`config.mk`:
```
export PLATFORM = sky130hd
export DESIGN_NAME = ultrasonic_echo_ranger_core
export DESIGN_NICKNAME = d
export VERILOG_FILES = /design/src/design/uer_pkg.sv /design/src/design/uer_csr.sv /design/src/design/uer_step.sv /design/src/design/uer_scale.sv /design/src/design/ultrasonic_echo_ranger_core.sv
export SDC_FILE = /design/constraint.sdc
export NUM_CORES = 1
export LEC_CHECK = 0
export BUFFER_PORTS_ARGS = -buffer_cell sky130_fd_sc_hd__buf_4
export CORE_MARGIN = 2
export CORE_UTILIZATION = 25
export CTS_BUF_LIST = sky130_fd_sc_hd__clkbuf_4 sky130_fd_sc_hd__clkbuf_8
export DETAILED_ROUTE_END_ITERATION = 10
export GPL_TIMING_DRIVEN = 0
export HOLD_SLACK_MARGIN = 0.03
export SETUP_SLACK_MARGIN = 0.02
export SKIP_CTS_REPAIR_TIMING = 1
export SLEW_MARGIN = 0
export SYNTH_ARGS = -nofsm -noshare
export SYNTH_HDL_FRONTEND = slang
export SYNTH_HIERARCHICAL = 1
export SYNTH_SLANG_ARGS = --single-unit
```
`constraint.sdc`:
```
create_clock -name clock -period 19 [get_ports clock]
set_input_delay 2.85 -clock clock [delete_from_list [all_inputs] [get_ports clock]]
set_output_delay 2.85 -clock clock [all_outputs]
set_load 0.02 [all_outputs]
```
`src/design/uer_pkg.sv`:
```
// Shared types and constants for the ultrasonic echo ranger.
`timescale 1ns / 1ps

package uer_pkg;

   localparam int TRIG_WIDTH  = 8;
   localparam int COUNT_WIDTH = 20;
   localparam int DIST_WIDTH  = 21;
   localparam int PHASE_WIDTH = 3;

   localparam int CSR_ADDR_WIDTH = 3;
   localparam int CSR_DATA_WIDTH = 32;

   // Register index, taken from the word address bit of paddr.
   localparam logic REG_TRIGGER_WIDTH = 1'b0;
   localparam logic REG_TIMEOUT       = 1'b1;

   localparam logic [TRIG_WIDTH-1:0]  TRIGGER_WIDTH_RESET = 8'd10;
   localparam logic [COUNT_WIDTH-1:0] TIMEOUT_RESET       = 20'd100000;
   localparam logic [COUNT_WIDTH-1:0] COUNT_MAX           = '1;

   // Phases of one measurement.
   localparam logic [PHASE_WIDTH-1:0] PH_IDLE      = 3'd0;
   localparam logic [PHASE_WIDTH-1:0] PH_TRIG      = 3'd1;
   localparam logic [PHASE_WIDTH-1:0] PH_WAIT_LOW  = 3'd2;
   localparam logic [PHASE_WIDTH-1:0] PH_WAIT_HIGH = 3'd3;
   localparam logic [PHASE_WIDTH-1:0] PH_MEASURE   = 3'd4;

   // width*100/58 = width*50/29. floor(x/29) = (x*ceil(2^31/29)) >> 31 for
   // x below 2^26; the factor 50 is folded into the reciprocal.
   localparam int SCALE_SHIFT = 31;
   localparam int SCALE_WIDTH = 32;
   localparam logic [SCALE_WIDTH-1:0] SCALE_MULT = 32'd3702558050;
   localparam int PROD_WIDTH = COUNT_WIDTH + SCALE_WIDTH;

   typedef struct packed {
      logic start_req;
      logic echo_level;
      logic power_ok;
   } uer_req_type;

   typedef struct packed {
      logic [TRIG_WIDTH-1:0]  trigger_width_us;
      logic [COUNT_WIDTH-1:0] timeout_us;
   } uer_cfg_type;

   typedef struct packed {
      logic                   trigger_level;
      logic                   done_res;
      logic                   timed_out;
      logic                   skipped;
      logic [COUNT_WIDTH-1:0] pulse_us;
   } uer_result_type;

endpackage

```
`src/design/uer_csr.sv`:
```
// Configuration registers behind the APB-style port.
`timescale 1ns / 1ps

module uer_csr (
   input  logic                               clock,
   input  logic                               reset,
   input  logic                               csr_psel,
   input  logic                               csr_penable,
   input  logic                               csr_pwrite,
   input  logic [uer_pkg::CSR_ADDR_WIDTH-1:0] csr_paddr,
   input  logic [uer_pkg::CSR_DATA_WIDTH-1:0] csr_pwdata,
   output logic [uer_pkg::CSR_DATA_WIDTH-1:0] csr_prdata,
   output logic                               csr_pready,
   output uer_pkg::uer_cfg_type               cfg
);
   import uer_pkg::*;

   logic [TRIG_WIDTH-1:0]  trig_width_ff;
   logic [COUNT_WIDTH-1:0] timeout_ff;
   logic                   write_en;
   logic                   reg_sel;

   assign csr_pready = 1'b1;
   assign reg_sel    = csr_paddr[2];
   assign write_en   = csr_psel & csr_penable & csr_pwrite & csr_pready;

   always_ff @(posedge clock) begin
      if (reset) begin
         trig_width_ff <= TRIGGER_WIDTH_RESET;
         timeout_ff    <= TIMEOUT_RESET;
      end else if (write_en) begin
         unique case (reg_sel)
            REG_TRIGGER_WIDTH: trig_width_ff <= csr_pwdata[TRIG_WIDTH-1:0];
            REG_TIMEOUT:       timeout_ff    <= csr_pwdata[COUNT_WIDTH-1:0];
            default:           timeout_ff    <= timeout_ff;
         endcase
      end
   end

   always_comb begin
      unique case (reg_sel)
         REG_TRIGGER_WIDTH: csr_prdata = {{(CSR_DATA_WIDTH-TRIG_WIDTH){1'b0}}, trig_width_ff};
         REG_TIMEOUT:       csr_prdata = {{(CSR_DATA_WIDTH-COUNT_WIDTH){1'b0}}, timeout_ff};
         default:           csr_prdata = '0;
      endcase
   end

   assign cfg.trigger_width_us = trig_width_ff;
   assign cfg.timeout_us       = timeout_ff;

endmodule

```
`src/design/uer_step.sv`:
```
// Measurement sequencer: phase and counters, advanced by one tick per request.
`timescale 1ns / 1ps

module uer_step (
   input  logic                   clock,
   input  logic                   reset,
   input  logic                   advance,
   input  uer_pkg::uer_req_type   req,
   input  uer_pkg::uer_cfg_type   cfg,
   output uer_pkg::uer_result_type res
);
   import uer_pkg::*;

   logic [PHASE_WIDTH-1:0] phase_ff, phase_in;
   logic [TRIG_WIDTH-1:0]  trig_cnt_ff, trig_cnt_in;
   logic [COUNT_WIDTH-1:0] elapsed_ff, elapsed_in;
   logic [COUNT_WIDTH-1:0] width_ff, width_in;

   logic [TRIG_WIDTH-1:0]  trig_width_eff;
   logic [COUNT_WIDTH-1:0] timeout_eff;
   logic [TRIG_WIDTH-1:0]  trig_cnt_inc;
   logic                   waiting;
   logic                   echo_fell;

   assign trig_width_eff = (cfg.trigger_width_us == '0) ? TRIG_WIDTH'(1) : cfg.trigger_width_us;
   assign timeout_eff    = (cfg.timeout_us == '0) ? COUNT_WIDTH'(1) : cfg.timeout_us;
   assign trig_cnt_inc   = trig_cnt_ff + TRIG_WIDTH'(1);

   always_comb begin
      phase_in    = phase_ff;
      trig_cnt_in = trig_cnt_ff;
      elapsed_in  = elapsed_ff;
      width_in    = width_ff;
      res         = '0;
      waiting     = 1'b0;
      echo_fell   = 1'b0;

      unique case (phase_ff)
         PH_IDLE: begin
            if (req.start_req && !req.power_ok) begin
               res.done_res = 1'b1;
               res.skipped  = 1'b1;
            end else if (req.start_req) begin
               trig_cnt_in       = TRIG_WIDTH'(1);
               elapsed_in        = '0;
               width_in          = '0;
               phase_in          = (trig_width_eff == TRIG_WIDTH'(1)) ? PH_WAIT_LOW : PH_TRIG;
               res.trigger_level = 1'b1;
            end
         end
         PH_TRIG: begin
            trig_cnt_in       = trig_cnt_inc;
            res.trigger_level = 1'b1;
            if (trig_cnt_inc >= trig_width_eff || trig_cnt_inc == '0) begin
               phase_in = PH_WAIT_LOW;
            end
         end
         PH_WAIT_LOW: begin
            waiting = 1'b1;
            if (!req.echo_level) begin
               phase_in = PH_WAIT_HIGH;
            end
         end
         PH_WAIT_HIGH: begin
            waiting = 1'b1;
            if (req.echo_level) begin
               width_in = COUNT_WIDTH'(1);
               phase_in = PH_MEASURE;
            end
         end
         PH_MEASURE: begin
            if (req.echo_level) begin
               waiting = 1'b1;
               if (width_ff != COUNT_MAX) begin
                  width_in = width_ff + COUNT_WIDTH'(1);
               end
            end else begin
               echo_fell    = 1'b1;
               phase_in     = PH_IDLE;
               res.done_res = 1'b1;
               res.pulse_us = width_ff;
            end
         end
         default: begin
            phase_in = PH_IDLE;
         end
      endcase

      // Timeout budget runs only on waiting ticks that did not finish.
      if (waiting && !echo_fell) begin
         if (elapsed_ff != COUNT_MAX) begin
            elapsed_in = elapsed_ff + COUNT_WIDTH'(1);
         end
         if (elapsed_in >= timeout_eff) begin
            phase_in      = PH_IDLE;
            res.done_res  = 1'b1;
            res.timed_out = 1'b1;
            res.pulse_us  = width_in;
         end
      end
   end

   always_ff @(posedge clock) begin
      if (reset) begin
         phase_ff    <= PH_IDLE;
         trig_cnt_ff <= '0;
         elapsed_ff  <= '0;
         width_ff    <= '0;
      end else if (advance) begin
         phase_ff    <= phase_in;
         trig_cnt_ff <= trig_cnt_in;
         elapsed_ff  <= elapsed_in;
         width_ff    <= width_in;
      end
   end

endmodule

```
`src/design/uer_scale.sv`:
```
// Pulse width to hundredths of a centimeter by reciprocal multiplication.
`timescale 1ns / 1ps

module uer_scale (
   input  logic [uer_pkg::COUNT_WIDTH-1:0] pulse_us,
   output logic [uer_pkg::DIST_WIDTH-1:0]  distance_centi_cm
);
   import uer_pkg::*;

   logic [PROD_WIDTH-1:0] product;

   assign product           = PROD_WIDTH'(pulse_us) * PROD_WIDTH'(SCALE_MULT);
   assign distance_centi_cm = product[SCALE_SHIFT +: DIST_WIDTH];

endmodule

```
`src/design/ultrasonic_echo_ranger_core.sv`:
```
// Top level of the ultrasonic echo ranger: stream ports, pipeline and CSRs.
`timescale 1ns / 1ps

// Ultrasonic echo ranger. Feed one request per microsecond tick on the req_
// stream (start, sampled echo pin, sensor power); every request yields exactly
// one response on the rsp_ stream carrying the trigger pin level for that
// tick and, on the tick a measurement ends, the done flag, the timeout and
// skip flags, the echo width in microseconds and the distance in hundredths
// of a centimeter (width*100/58, truncated). A start without sensor power
// answers at once with done and skipped. The block takes one request per
// clock while the rsp_ side does not stall, and a response passes through
// an input register, the sequencer stage that updates phase and counters,
// and the result register behind the distance multiplier. The sequencer's
// state update as each request enters its stage is what lets ticks follow
// back to back; both stream sides stall independently. Registers: trigger
// width at 0x0 (8 bits, reset 10, zero means one tick) and timeout at 0x4
// (20 bits, reset 100000, zero means one tick); write them only while idle.
module ultrasonic_echo_ranger_core (
   input  logic                               clock,
   input  logic                               reset,
   // req_tdata: [0] start_req, [1] echo_level, [2] power_ok, [7:3] zero
   input  logic                               req_tvalid,
   output logic                               req_tready,
   input  logic [7:0]                         req_tdata,
   // rsp_tdata: [0] trigger_level, [20:1] pulse_us, [41:21] distance_centi_cm,
   // [47:42] zero
   output logic                               rsp_tvalid,
   input  logic                               rsp_tready,
   output logic [47:0]                        rsp_tdata,
   // rsp_tuser: [0] done_res, [1] timed_out, [2] skipped
   output logic [2:0]                         rsp_tuser,
   input  logic                               csr_psel,
   input  logic                               csr_penable,
   input  logic                               csr_pwrite,
   input  logic [uer_pkg::CSR_ADDR_WIDTH-1:0] csr_paddr,
   input  logic [uer_pkg::CSR_DATA_WIDTH-1:0] csr_pwdata,
   output logic [uer_pkg::CSR_DATA_WIDTH-1:0] csr_prdata,
   output logic                               csr_pready
);
   import uer_pkg::*;

   uer_cfg_type    cfg;
   uer_result_type step_res;
   logic [DIST_WIDTH-1:0] dist_calc;

   // Stage 1: accepted request.
   logic        s1_valid_ff, s1_valid_in;
   uer_req_type s1_req_ff;
   // Stage 2: sequencer result.
   logic           s2_valid_ff, s2_valid_in;
   uer_result_type s2_res_ff;
   // Stage 3: response register.
   logic                  s3_valid_ff, s3_valid_in;
   uer_result_type        s3_res_ff;
   logic [DIST_WIDTH-1:0] s3_dist_ff;

   logic req_accept;
   logic s2_load;
   logic s3_load;

   uer_csr u_csr (
      .clock       (clock),
      .reset       (reset),
      .csr_psel    (csr_psel),
      .csr_penable (csr_penable),
      .csr_pwrite  (csr_pwrite),
      .csr_paddr   (csr_paddr),
      .csr_pwdata  (csr_pwdata),
      .csr_prdata  (csr_prdata),
      .csr_pready  (csr_pready),
      .cfg         (cfg)
   );

   // Advance each stage when the stage ahead is empty or moving on.
   assign s3_load    = s2_valid_ff & (~s3_valid_ff | rsp_tready);
   assign s2_load    = s1_valid_ff & (~s2_valid_ff | s3_load);
   assign req_tready = ~s1_valid_ff | s2_load;
   assign req_accept = req_tvalid & req_tready;

   assign s1_valid_in = req_accept | (s1_valid_ff & ~s2_load);
   assign s2_valid_in = s2_load | (s2_valid_ff & ~s3_load);
   assign s3_valid_in = s3_load | (s3_valid_ff & ~rsp_tready);

   always_ff @(posedge clock) begin
      if (reset) begin
         s1_valid_ff <= 1'b0;
         s2_valid_ff <= 1'b0;
         s3_valid_ff <= 1'b0;
      end else begin
         s1_valid_ff <= s1_valid_in;
         s2_valid_ff <= s2_valid_in;
         s3_valid_ff <= s3_valid_in;
      end
   end

   // Payload registers: load on the handshake, hold otherwise.
   always_ff @(posedge clock) begin
      if (req_accept) begin
         s1_req_ff.start_req  <= req_tdata[0];
         s1_req_ff.echo_level <= req_tdata[1];
         s1_req_ff.power_ok   <= req_tdata[2];
      end
      if (s2_load) begin
         s2_res_ff <= step_res;
      end
      if (s3_load) begin
         s3_res_ff  <= s2_res_ff;
         s3_dist_ff <= dist_calc;
      end
   end

   // Sequencer state moves exactly once per request, as it enters stage 2.
   uer_step u_step (
      .clock   (clock),
      .reset   (reset),
      .advance (s2_load),
      .req     (s1_req_ff),
      .cfg     (cfg),
      .res     (step_res)
   );

   uer_scale u_scale (
      .pulse_us          (s2_res_ff.pulse_us),
      .distance_centi_cm (dist_calc)
   );

   assign rsp_tvalid = s3_valid_ff;
   assign rsp_tdata  = {6'b0, s3_dist_ff, s3_res_ff.pulse_us, s3_res_ff.trigger_level};
   assign rsp_tuser  = {s3_res_ff.skipped, s3_res_ff.timed_out, s3_res_ff.done_res};

`ifndef ASSERT_OFF
   // A result without done carries no measurement.
   assert property (@(posedge clock) disable iff (reset)
      (rsp_tvalid && !rsp_tuser[0]) |-> (rsp_tdata[41:1] == '0 && rsp_tuser[2:1] == '0))
      else $error("idle response carries measurement data");

   // The trigger pin is never driven on a finishing tick.
   assert property (@(posedge clock) disable iff (reset)
      (rsp_tvalid && rsp_tuser[0]) |-> !rsp_tdata[0])
      else $error("trigger driven on done tick");

   // Timeout and skip are exclusive outcomes.
   assert property (@(posedge clock) disable iff (reset)
      rsp_tvalid |-> !(rsp_tuser[1] && rsp_tuser[2]))
      else $error("timed_out and skipped both set");

   // A request waiting in stage 1 stays there until the sequencer takes it.
   assert property (@(posedge clock) disable iff (reset)
      (s1_valid_ff && !s2_load) |=> (s1_valid_ff && $stable(s1_req_ff)))
      else $error("stalled request lost");
`endif

endmodule
```
==> results.toml <==
[detailed_routing]
vias = 13100
avgViaCountPerCell = 4.45
drt_iter0_markers = 796
route.detailed.drc = 0
ant_nets = 0
routedWlPerCell_um = 16.5
drt-total-wl_um = 48400
first_pass_iters = 5

[power]
p_leak_nw = 9.20
pwr-share-seq_pct = 16.9
p_switching_mw = 1.35
power_density_nw_per_um2 = 136
swShare_pct = 49.4
irDropWorstVdd_mv = 0.123
internal-power_mw = 1.39
power_mw = 2.74
clkPwrFrac_pct = 10.1
comb_power_share_pct = 73.0

[clock_network]
clk_latency_ns = 0.56
cts_max_level = 4
numCtsBuffers = 17
cts_buffer_depth = 2
tritoncts = "done"
cts_root_buf = "clkbuf_8"
clock_sinks = 154
path_clk_slew_ns = 0.11

[worst_setup_path]
cpMostUsedCell = "fa_1"
r2r_start = "s2_res_ff[16]$_DFFE_PP_"
cp_slowest_stage_delay_ns = 0.68
crit_type = "register to register"
cp_top_family = "adder cells"
r2r-end = "s3_dist_ff[20]$_DFFE_PP_"
critPathCaptureType = "register"
reg2reg_depth = 21
crit_required_ns = 19.31
arrival_ns = 8.06
worstPathMaxFanout = 8
critPathLaunchType = "register"
path_buf_inv = 4
crit_path_top_delay_cell = "edfxtp_1"
cp_cell_sequence = "ha_1 > inv_1 > fa_1 > inv_1 > fa_1 > inv_1 > fa_1 > fa_1 > fa_1 > inv_1 > fa_1 > ha_1 > nand4_1 > or4_4 > or4b_1 > o311ai_2 > nor3b_2 > nor3_2 > nor3_1 > o21ai_2 > xnor2_1"
reg2reg_slack_ns = 11.25

[placement]
place_hpwl_um = 39000
dp_worst_setup_slack_ns = 11.18
port-buffer-count = 97
gp_congestion = 0.929
post-place-cells = 2906

[floorplanning]
io_pins = 136
core_area_sq_um = 70400
die_h_um = 271
die-area_sq_um = 73500
num_rows = 97
start_util_pct = 25.3
die_w_um = 271

[final_layout]
areaGrowthSynthToFinish_pct = 13.4
antenna_cells = 0
layout.cells.non_filler = 2938
drive_gt1_share_pct = 10.3
final_nets = 2505
fill_cells = 7477

[yosys]
syn_area_sq_um = 17800
yosysMostFrequentCell = "inv_1"
synth_largest_area_cell = "fa_1"
synthTopCellsByCount = "inv_1 (363), ha_1 (270), fa_1 (200), nor2_1 (110), dfxtp_1 (82)"
synth_warnings = 6
syn_inst = 1852
synth_area_per_cell_sq_um = 9.63
ys_seq_area_share_pct = 21.3
synthArstFlopShare_pct = 0
synth-edff-count = 72
yosysTopAreaCellShare_pct = 22.4
synth_seq_cells = 154
ys_types = 84
synthTopCellsByArea = "fa_1 (22%), ha_1 (19%), edfxtp_1 (12%), dfxtp_1 (9.2%), inv_1 (7.6%)"
synth_top_flop_cell = "dfxtp_1"

[job]
drv_cap = 0

[grt]
grt_pass1_vias = 13300
grt_max_degree = 29
antenna_found_initial = 0
track_usage_pct = 13.5
grt_overflow_total = 0
grt_pass1_wl_um = 76700

[sta]
slew_headroom_pct = 13.5
setup_viol = 0
max_freq_mhz = 129
setup_slack_ns = 11.25
finalHoldViolations = 0
fin_skew_ns = 0.0248
min_period_ns = 7.75
tns_ns = 0
tightest_slew_ns = 1.29
fin_crit_sh_pct = 40.8
holdWs_ns = 0.432
final_max_slew_viol_count = 0
rsz0062_at_grt = "no"

[status]
outcome = "finished clean"

[hold_path]
hold_end = "rsp_tuser[0]$_DFFE_PP_"
min_path_cells = 0
hp-start = "s2_res_ff[22]$_DFFE_PP_"
hp-class = "register to register"
logic make-up after synthesis:
| family | count (synthesis) | synth area share [%] |
|---|---|---|
| AO/OA/AOI/OAI | 285 | 10.4 |
| XOR/XNOR | 41 | 2.01 |
| adder cells (fa/ha/maj) | 470 | 41.4 |
| buffers and inverters | 450 | 10.3 |
| flip-flops | 154 | 21.3 |
| multiplexers | 50 | 2.91 |
| other | 3 | 0.0631 |
| AND/OR/NAND/NOR | 399 | 11.6 |
per-layer routing:
layer	global-route usage (%)	wire, um	vias up	share of wire [%]
li1	-	-	6429	-
met1	17.6	22000	6306	45
met2	22.5	23000	292	48
met3	2.03	2040	58	4.2
met4	4.84	1360	0	2.8
met5	0	0	-	0
cell type report:
cell class / count / area, sq um / share of cell area, %
plain buffers: 85 / 465 / 2.30
repair buffers: 98 / 748 / 3.70
clock buffers: 17 / 234 / 1.16
clock inverters: 15 / 175 / 0.866
well taps: 940 / 1180 / 5.81
inverters: 365 / 1370 / 6.77
flip-flops and latches: 154 / 3800 / 18.8
multi-input cells: 1264 / 12300 / 60.6
stage by stage:
step                      utilization (%)  instance area, sq um
after floorplan                         -                 17900
after CTS                            28.7                 20200
after global placement               28.1                 19800
final                                28.7                 20200
after detailed placement             28.2                 19800
after global routing                 28.7                 20200
registers in the layout (all words and copies together), names as in the netlist:
signal,flops
rsp_tuser,3
s3_dist_ff,21
u_step/trig_cnt_ff,8
u_csr/timeout_ff,20
s2_valid_ff,1
rsp_tdata,21
s1_valid_ff,1
u_csr/trig_width_ff,8
s2_res_ff,24
u_step/phase_ff,3
u_step/elapsed_ff,20
rsp_tvalid,1
s1_req_ff,3
u_step/width_ff,20
layout by cell type (no fill, tap or decap), types with 35 or more instances in the layout:
cell type / count
nand2b_1: 43
edfxtp_1: 72
nor2_1: 110
dfxtp_1: 82
mux2i_1: 35
a21oi_1: 75
clkbuf_1: 50
inv_1: 363
fa_1: 200
ha_1: 270
nand2_1: 71
o21ai_0: 54
buf_4: 116
power by group through the flow:
stage	combinational (mW)	clock [mW]	sequential, mW
floorplan	1.47	0	0.488
global placement	2.02	0	0.475
detailed placement	2.01	0	0.473
CTS	2.04	0.292	0.466
global route	2.31	0.302	0.468
finish	2.00	0.278	0.464
how the worst max path moves through the flow:
stage,start,to,depth (start not counted)
finish,s2_res_ff[16]$_DFFE_PP_,s3_dist_ff[20]$_DFFE_PP_,21
floorplan,s2_res_ff[16]$_DFFE_PP_,s3_dist_ff[20]$_DFFE_PP_,21
detailed placement,s2_res_ff[16]$_DFFE_PP_,s3_dist_ff[20]$_DFFE_PP_,21
CTS,s2_res_ff[16]$_DFFE_PP_,s3_dist_ff[20]$_DFFE_PP_,21
global route,s2_res_ff[16]$_DFFE_PP_,s3_dist_ff[20]$_DFFE_PP_,21
global placement,s2_res_ff[16]$_DFFE_PP_,s3_dist_ff[20]$_DFFE_PP_,21
(Power assumes the default switching activity.)
